===== config.mk =====
export PLATFORM = sky130hd
export DESIGN_NAME = iiba_ctrl
export DESIGN_NICKNAME = d
export VERILOG_FILES = /design/src/hw/rtl/iiba_pkg.sv /design/src/hw/rtl/iiba_ctrl.sv
export SDC_FILE = /design/constraint.sdc
export NUM_CORES = 1
export LEC_CHECK = 0
export BUFFER_PORTS_ARGS = -buffer_cell sky130_fd_sc_hd__buf_4
export CAP_MARGIN = 10
export CORE_ASPECT_RATIO = 1.75
export CORE_MARGIN = 1
export CORE_UTILIZATION = 29
export DETAILED_ROUTE_END_ITERATION = 10
export PLACE_DENSITY = 0.49
export SLEW_MARGIN = 20
export SYNTH_ARGS = -nofsm -noshare
export SYNTH_HDL_FRONTEND = slang
export SYNTH_SLANG_ARGS = --single-unit

===== constraint.sdc =====
create_clock -name clock -period 1.8 [get_ports clock]
set_input_delay 0.18 -clock clock [delete_from_list [all_inputs] [get_ports clock]]
set_output_delay 0.18 -clock clock [all_outputs]
set_load 0.005 [all_outputs]

===== src/hw/rtl/iiba_pkg.sv =====
// shared types and constants for the integral image box average core
`default_nettype none
package iiba_pkg;
   localparam int MaxCols = 256;
   localparam int MaxRows = 256;
   localparam int ColBits = 8;
   localparam int RowBits = 8;
   localparam int AddrBits = RowBits + ColBits;
   localparam int SumBits = 24;
   localparam int DivBits = 32;

   localparam logic [1:0] STATUS_OK = 2'd0;
   localparam logic [1:0] STATUS_NO_IMAGE = 2'd1;
   localparam logic [1:0] STATUS_OUTSIDE = 2'd2;
   localparam logic [1:0] STATUS_ZERO_AREA = 2'd3;

   localparam logic OP_LOAD = 1'b0;
   localparam logic OP_QUERY = 1'b1;

   // datapath commands from controller
   typedef struct packed {
      logic capture;    // latch input item and decode
      logic rd_en;      // issue a table read
      logic [1:0] rd_sel; // which corner
      logic acc_en;     // accumulate read data
      logic [1:0] acc_sel;
      logic load_wr;    // write the load entry
      logic div_start;
      logic out_load;
   } ctl_cmd_type;

   typedef struct packed {
      logic is_query;
      logic query_err;
      logic load_skip;
      logic need_r1;
      logic need_r2;
      logic need_r3;
      logic div_done;
   } dp_status_type;
endpackage
`default_nettype wire


===== src/hw/rtl/iiba_ctrl.sv =====
// sequencing state machine for loads and queries
`default_nettype none
module iiba_ctrl import iiba_pkg::*; (
   input wire logic clock,
   input wire logic reset,
   input wire logic in_valid,
   output logic in_ready,
   output logic out_valid,
   input wire logic out_ready,
   input wire dp_status_type stat,
   output ctl_cmd_type cmd
);
   typedef enum logic [7:0] {
      S_IDLE = 8'b00000001,
      S_DEC = 8'b00000010,
      S_LRD = 8'b00000100,
      S_LWR = 8'b00001000,
      S_QRD = 8'b00010000,
      S_QACC = 8'b00100000,
      S_DIV = 8'b01000000,
      S_OUT = 8'b10000000
   } state_type;

   state_type state_ff, state_in;
   logic [1:0] sel_ff, sel_in;
   logic valid_ff, valid_in;
   logic [1:0] nxt;
   logic more;

   // next needed corner after the current one
   always_comb begin
      more = 1'b1;
      nxt = sel_ff;
      if (sel_ff == 2'd0 && stat.need_r1) begin
         nxt = 2'd1;
      end else if (sel_ff <= 2'd1 && stat.need_r2) begin
         nxt = 2'd2;
      end else if (sel_ff <= 2'd2 && stat.need_r3) begin
         nxt = 2'd3;
      end else begin
         more = 1'b0;
      end
   end

   assign in_ready = state_ff == S_IDLE;
   assign out_valid = valid_ff;

   always_comb begin
      state_in = state_ff;
      sel_in = sel_ff;
      valid_in = valid_ff && !out_ready;
      cmd = '0;
      case (state_ff)
         S_IDLE: begin
            cmd.capture = in_valid;
            if (in_valid) begin
               state_in = S_DEC;
            end
         end
         S_DEC: begin
            sel_in = 2'd0;
            if (stat.is_query) begin
               cmd.rd_en = 1'b1;
               cmd.rd_sel = 2'd0;
               state_in = stat.query_err ? S_QACC : S_QACC;
            end else begin
               if (stat.load_skip) begin
                  cmd.acc_en = 1'b1;
                  state_in = S_IDLE;
               end else begin
                  cmd.rd_en = 1'b1;
                  state_in = S_LRD;
               end
            end
         end
         S_LRD: begin
            state_in = S_LWR;
         end
         S_LWR: begin
            cmd.load_wr = 1'b1;
            state_in = S_IDLE;
         end
         S_QACC: begin
            cmd.acc_en = 1'b1;
            cmd.acc_sel = sel_ff;
            if (more && !stat.query_err) begin
               sel_in = nxt;
               state_in = S_QRD;
            end else begin
               cmd.div_start = 1'b1;
               state_in = S_DIV;
            end
         end
         S_QRD: begin
            cmd.rd_en = 1'b1;
            cmd.rd_sel = sel_ff;
            state_in = S_QACC;
         end
         S_DIV: begin
            if (stat.div_done && !valid_ff) begin
               cmd.out_load = 1'b1;
               state_in = S_OUT;
            end
         end
         S_OUT: begin
            valid_in = 1'b1;
            state_in = S_IDLE;
         end
         default: state_in = S_IDLE;
      endcase
   end

   always_ff @(posedge clock) begin
      if (reset) begin
         state_ff <= S_IDLE;
         sel_ff <= '0;
         valid_ff <= 1'b0;
      end else begin
         state_ff <= state_in;
         sel_ff <= sel_in;
         valid_ff <= valid_in;
      end
   end
endmodule
`default_nettype wire


==> impl_metrics.json, run 1 <==
{
  "dpl_cell_area_um2": 920,
  "holdBufCountCts": 0,
  "drc": 0,
  "ir_drop_uv": 419,
  "setup_viol": 0,
  "relSlewSlack_pct": 66.6,
  "cts_buffer_depth": 2,
  "worst_clock_skew_ns": 0.00171,
  "hold_ws_ns": 0.103,
  "syn-num-nets": 99,
  "grt_max_degree": 11,
  "grt_overflow_total": 0,
  "yosys-top-cells-area": "dfxtp_1 30%, nor2_1 7.1%, nor4_4 5.7%",
  "avgSynthCellArea_um2": 8.46,
  "fin_cells": 140,
  "drtIter0Drc": 11,
  "endpoint_kind": "output port",
  "p_total_mw": 0.624,
  "power.internal_mw": 0.465,
  "synth.distinct_cells": 39,
  "crit_chain": "nor4b_1 -> and3_1 -> buf_4",
  "cts_tree": "built",
  "grt_pass1_wl_um": 3070,
  "fp.dieW_um": 40.3,
  "grt_pass1_vias": 658,
  "regArea_um2": 224,
  "n_antenna_cell": 0,
  "globalplace.congestion": 0.757,
  "clock-sinks": 11,
  "period_share_pct": 94.8,
  "synth.top_cell.area_share_pct": 29.6,
  "swShare_pct": 25.5,
  "area_growth_pct": 33.1,
  "rows": 24,
  "chipHeight_um": 69.0,
  "vias": 749,
  "yosys.area.top_type": "dfxtp_1",
  "dp_worst_setup_slack_ns": 0.203,
  "max_stage_delay_ns": 0.50,
  "p_comb_share_pct": 18.2,
  "finish.utilization_pct": 40.2,
  "drt-pass1-iter-count": 4,
  "h-tree-depth": 1,
  "hold_viol": 0,
  "crit_path_start_kind": "flip-flop",
  "powerDensity_nw_per_um2": 630,
  "clk_latency_ns": 0.24,
  "p_leak_nw": 0.433,
  "rsz0062_at_grt": "false",
  "fmax_mhz": 586,
  "tightest_slew_ns": 0.488,
  "routedWlPerCell_um": 13.7,
  "nFillCells": 266,
  "ys_warn_count": 0,
  "ys_seq_elements": 11,
  "dieArea_um2": 2780,
  "grt_usage_pct": 15.9,
  "core_um2": 2460,
  "port_buffers": 22,
  "io_pins": 23,
  "multiInputGateArea_um2": 475,
  "path_clk_slew_ns": 0.05,
  "cp_slowest_cell": "nor4b_1",
  "mappedNetlistArea_um2": 744,
  "placedCellCount": 134,
  "post-dp-hpwl_um": 1560,
  "max-cap-violations": 0,
  "final_design_area_no_fill_um2": 991,
  "finalCriticalPeriod_ns": 1.71,
  "worst_ep_required_time_ns": 1.62,
  "drive_gt1_share_pct": 36.8,
  "antenna_found_initial": 0,
  "synth_seq_area_share_pct": 29.6,
  "p_seq_share_pct": 42.0,
  "min_path_type": "in2reg",
  "fin_tns_setup_ns": 0,
  "status": "complete, no violations",
  "cp_max_fo": 10,
  "finalNetCount": 126,
  "clock-root-buffer": "clkbuf_8",
  "initial_core_util_pct": 30.2,
  "numCtsBuffers": 3,
  "fin_ws_ns": 0.0939,
  "wl_um": 1920,
  "clkPwrFrac_pct": 39.8,
  "p_switching_mw": 0.159,
  "worst-setup-path-type": "reg2out",
  "ant_nets": 0,
  "vias_per_cell": 5.35,
  "netlist_instances": 88,
  "slew_viol_final": 0,
  "crit_arrival_ns": 1.53
}
==> timing repair <==
item	4_1_cts	5_1_grt
setup buffers	0	2
resized for setup	1	3
pin swaps	0	2
setup endpoints to repair	1	3
==> sequential cells by signal, summed over array words and instances (netlist names) <==
signal / cells
out_valid: 1
state_ff: 8
sel_ff: 2
==> critical path, delay by kind of cell (launching register included) <==
kind / cells / cell delay, ns
DFF: 1 / 0.43
buffers and inverters: 1 / 0.11
and+or+nand+nor: 2 / 0.74
==> power by group through the flow <==
| stage | Combinational, mW | Clock [mW] | Sequential [mW] |
|---|---|---|---|
| after global placement | 0.112 | 0 | 0.267 |
| after CTS | 0.115 | 0.254 | 0.261 |
| after global routing | 0.124 | 0.260 | 0.262 |
| final | 0.114 | 0.248 | 0.262 |
| after detailed placement | 0.113 | 0 | 0.266 |
| after floorplan | 0.0748 | 0 | 0.259 |
==> synth_stat cells (all sizes together) <==
library cell  instances
nor4                  5
and4                  1
nor3b                 2
buf                   3
nand3                 3
or3                   1
nor3                  3
nand4                 2
inv                   7
nor2                 14
o211ai                1
and2b                 2
a32oi                 1
nor2b                 6
a211oi                1
o41ai                 1
a21oi                 1
a41oi                 1
a31oi                 1
a21boi                1
and2                  3
nand2                 4
o211a                 1
or2b                  1
o2111ai               1
nor4b                 1
o21ai                 4
dfxtp                11
nand3b                1
a2111oi               1
o21a                  1
and3                  1
xor2                  1
==> final timing paths <==
kind / startpoint / slack [ns] / endpoint / depth (start not counted)
worst max-delay path: state_ff[1]$_SDFFE_PP0P_ / 0.09 / cmd[9] / 3
worst min-delay path: stat[4] / 0.10 / state_ff[2]$_SDFFE_PP0P_ / 2
worst max register to register: state_ff[1]$_SDFFE_PP0P_ / 0.16 / state_ff[0]$_SDFFE_PP1P_ / 4
worst min register to register: out_valid$_SDFF_PP0_ / 0.53 / out_valid$_SDFF_PP0_ / 2
==> area by class of cell <==
cell class                 instances  area share (%)
clock buffer                       4            4.55
inverter                           7            2.65
multi-input combinational         67            48.0
sequential                        11            22.6
tap                               26            3.28
timing repair buffer              25            18.9
==> layer usage <==
metal	global-route usage, %	part of all wire, %	up-vias
li1	-	-	367
met4	8.89	2.2	0
met2	26.7	59	18
met3	1.93	2.8	4
met1	17.8	36	360
met5	0	0	-
==> layout by cell type (no fill, tap or decap), types with 2 or more instances in the layout <==
master / instances
nor3_1: 2
buf_4: 25
inv_1: 7
and2_1: 3
clkbuf_8: 3
nor4_1: 3
and2b_2: 2
nand2_1: 4
nor2b_1: 6
dfxtp_1: 8
nand3_1: 2
nor2_1: 14
dfxtp_2: 3
nand4_1: 2
nor3b_1: 2
nor4_4: 2
o21ai_1: 2
==> kinds of logic (layout without fill, tap and decap cells) <==
group	Yosys count	count (layout)	synth area share (%)
and+or+nand+nor	50	50	43.2
xor gates and xnor gates	1	1	1.18
AOI/OAI and AO/OA	16	16	18.5
buffers and inverters	10	36	7.56
DFF	11	11	29.6
Note: power is estimated with default switching activity, not from simulation.
==> inputs of run 2 (changes only) <==
- CORE_ASPECT_RATIO: 1.75 -> default
==> run 2 against run 1 <==
- fmax down 0.12%
- routed wire length down 2.4%
- worst hold slack worse by 0.036 ns
- clock skew up 0.0041 ns
- final cell count up 5.0%
- clock power down 33%
- register-to-register slack better by 0.15 ns
- highest routed layer unchanged
==> impl_metrics.json, run 2 (synthesized netlist as in run 1, its figures left out) <==
{
  "dieArea_um2": 2770,
  "fmax_mhz": 585,
  "grt_usage_pct": 15.8,
  "crit_arrival_ns": 1.53,
  "path_clk_slew_ns": 0.07,
  "critPathBufInv": 1,
  "grt_max_degree": 11,
  "initial_core_util_pct": 32.1,
  "routedWlPerCell_um": 12.7,
  "cts_buffer_depth": 2,
  "status": "complete, no violations",
  "crit_path_start_kind": "flip-flop",
  "rows": 17,
  "fin_ws_ns": 0.0919,
  "period_share_pct": 94.9,
  "port_buffers": 22,
  "clock-root-buffer": "clkbuf_4",
  "max-cap-violations": 0,
  "ant_nets": 0,
  "setup_viol": 0,
  "clk_latency_ns": 0.27,
  "grt_overflow_total": 0,
  "crit_chain": "nor4_4 -> and4_1 -> nand2_1 -> nand2_1 -> buf_4",
  "swShare_pct": 27.1,
  "cp_max_fo": 6,
  "core_um2": 2320,
  "fin_tns_setup_ns": 0,
  "hold_viol": 0,
  "antenna_found_initial": 0,
  "regMostFlops": "state_ff",
  "vias": 766,
  "dp_worst_setup_slack_ns": 0.249,
  "drt-pass1-iter-count": 4,
  "io_pins": 23,
  "p_comb_share_pct": 21.2,
  "finalNetCount": 131,
  "p_leak_nw": 0.448,
  "finish.utilization_pct": 44.2,
  "cp_slowest_cell": "dfxtp_2",
  "holdBufCountCts": 0,
  "worst_clock_skew_ns": 0.00585,
  "dpl_cell_area_um2": 930,
  "vias_per_cell": 5.21,
  "worst_ep_required_time_ns": 1.62,
  "drtIter0Drc": 18,
  "cts_tree": "built",
  "clock-sinks": 11,
  "final_design_area_no_fill_um2": 1020,
  "drc": 0,
  "grt_pass1_wl_um": 3110,
  "final_common_cell": "buf_4",
  "post-dp-hpwl_um": 1410,
  "clkPwrFrac_pct": 30.7,
  "powerDensity_nw_per_um2": 530,
  "rsz0062_at_grt": "true",
  "grt_pass1_vias": 683,
  "endpoint_kind": "output port",
  "globalplace.congestion": 0.830,
  "fp.dieW_um": 52.7,
  "tightest_slew_ns": 0.463,
  "area_growth_pct": 37.6,
  "largest_reg_flops": 8,
  "cpMostUsedCell": "nand2_1",
  "chipHeight_um": 52.7,
  "slew_viol_final": 0,
  "critPathTopFamily": "simple AND/OR/NAND/NOR gates",
  "p_seq_share_pct": 48.0,
  "finalCriticalPeriod_ns": 1.71,
  "min_path_type": "in2reg",
  "numCtsBuffers": 3,
  "relSlewSlack_pct": 68.7,
  "power.internal_mw": 0.396,
  "ir_drop_uv": 340,
  "n_antenna_cell": 0,
  "max_stage_delay_ns": 0.36,
  "p_switching_mw": 0.147,
  "worst-setup-path-type": "reg2out",
  "drive_gt1_share_pct": 42.9,
  "layout_common_cells": "30 x buf_4, 13 x nor2_1, 7 x inv_1",
  "wl_um": 1870,
  "h-tree-depth": 1
}
[run 2: changes by cell type in the layout (fill, tap and decap cells not counted), sizes merged]
cell / change
buf: +5
[run 2: power by group through the flow]
stage / Clock, mW / Combinational, mW / Sequential (mW)
after floorplan: 0 / 0.0748 / 0.259
after detailed placement: 0 / 0.110 / 0.266
after global placement: 0 / 0.110 / 0.267
final: 0.167 / 0.115 / 0.261
after CTS: 0.170 / 0.113 / 0.261
after global routing: 0.195 / 0.128 / 0.262
[run 2: layer usage]
layer  vias up  wire length, um  GRT usage, %
met2        25              941          24.9
met4         0               43          10.1
li1        377                -             -
met3         5               76          4.06
met1       359              811          18.6
met5         -                0             0
[run 2: final cells by class]
class	instances	area [um^2]
Fill cell	247	1290
Multi-Input combinational cell	67	483
Sequential cell	11	229
Timing Repair Buffer	30	225
Tap cell	28	35.0
Clock buffer	4	26.3
Inverter	7	26.3
[run 2: final timing paths]
kind,from,end,slack [ns],cells after the start
worst max-delay path,state_ff[5]$_SDFFE_PP0P_,cmd[5],0.09,5
worst min-delay path,stat[4],state_ff[2]$_SDFFE_PP0P_,0.07,2
worst max register to register,state_ff[2]$_SDFFE_PP0P_,sel_ff[0]$_SDFFE_PP0P_,0.31,5
worst min register to register,out_valid$_SDFF_PP0_,out_valid$_SDFF_PP0_,0.52,2
[run 2: stage by stage]
| step | instances | hold slack (ns) | total power [mW] |
|---|---|---|---|
| floorplan | 88 | 0.257 | 0.334 |
| global placement | 137 | 0.360 | 0.377 |
| detailed placement | 137 | 0.363 | 0.376 |
| CTS | 141 | 0.0672 | 0.544 |
| global route | 147 | 0.0593 | 0.585 |
| finish | 147 | 0.0673 | 0.543 |
[run 2: repair_timing]
| action | 4_1_cts | 5_1_grt |
|---|---|---|
| setup buffers | 0 | 6 |
| resized for setup | 3 | 6 |
| endpoints found under the setup margin | 1 | 5 |
| pin swaps | 1 | 4 |
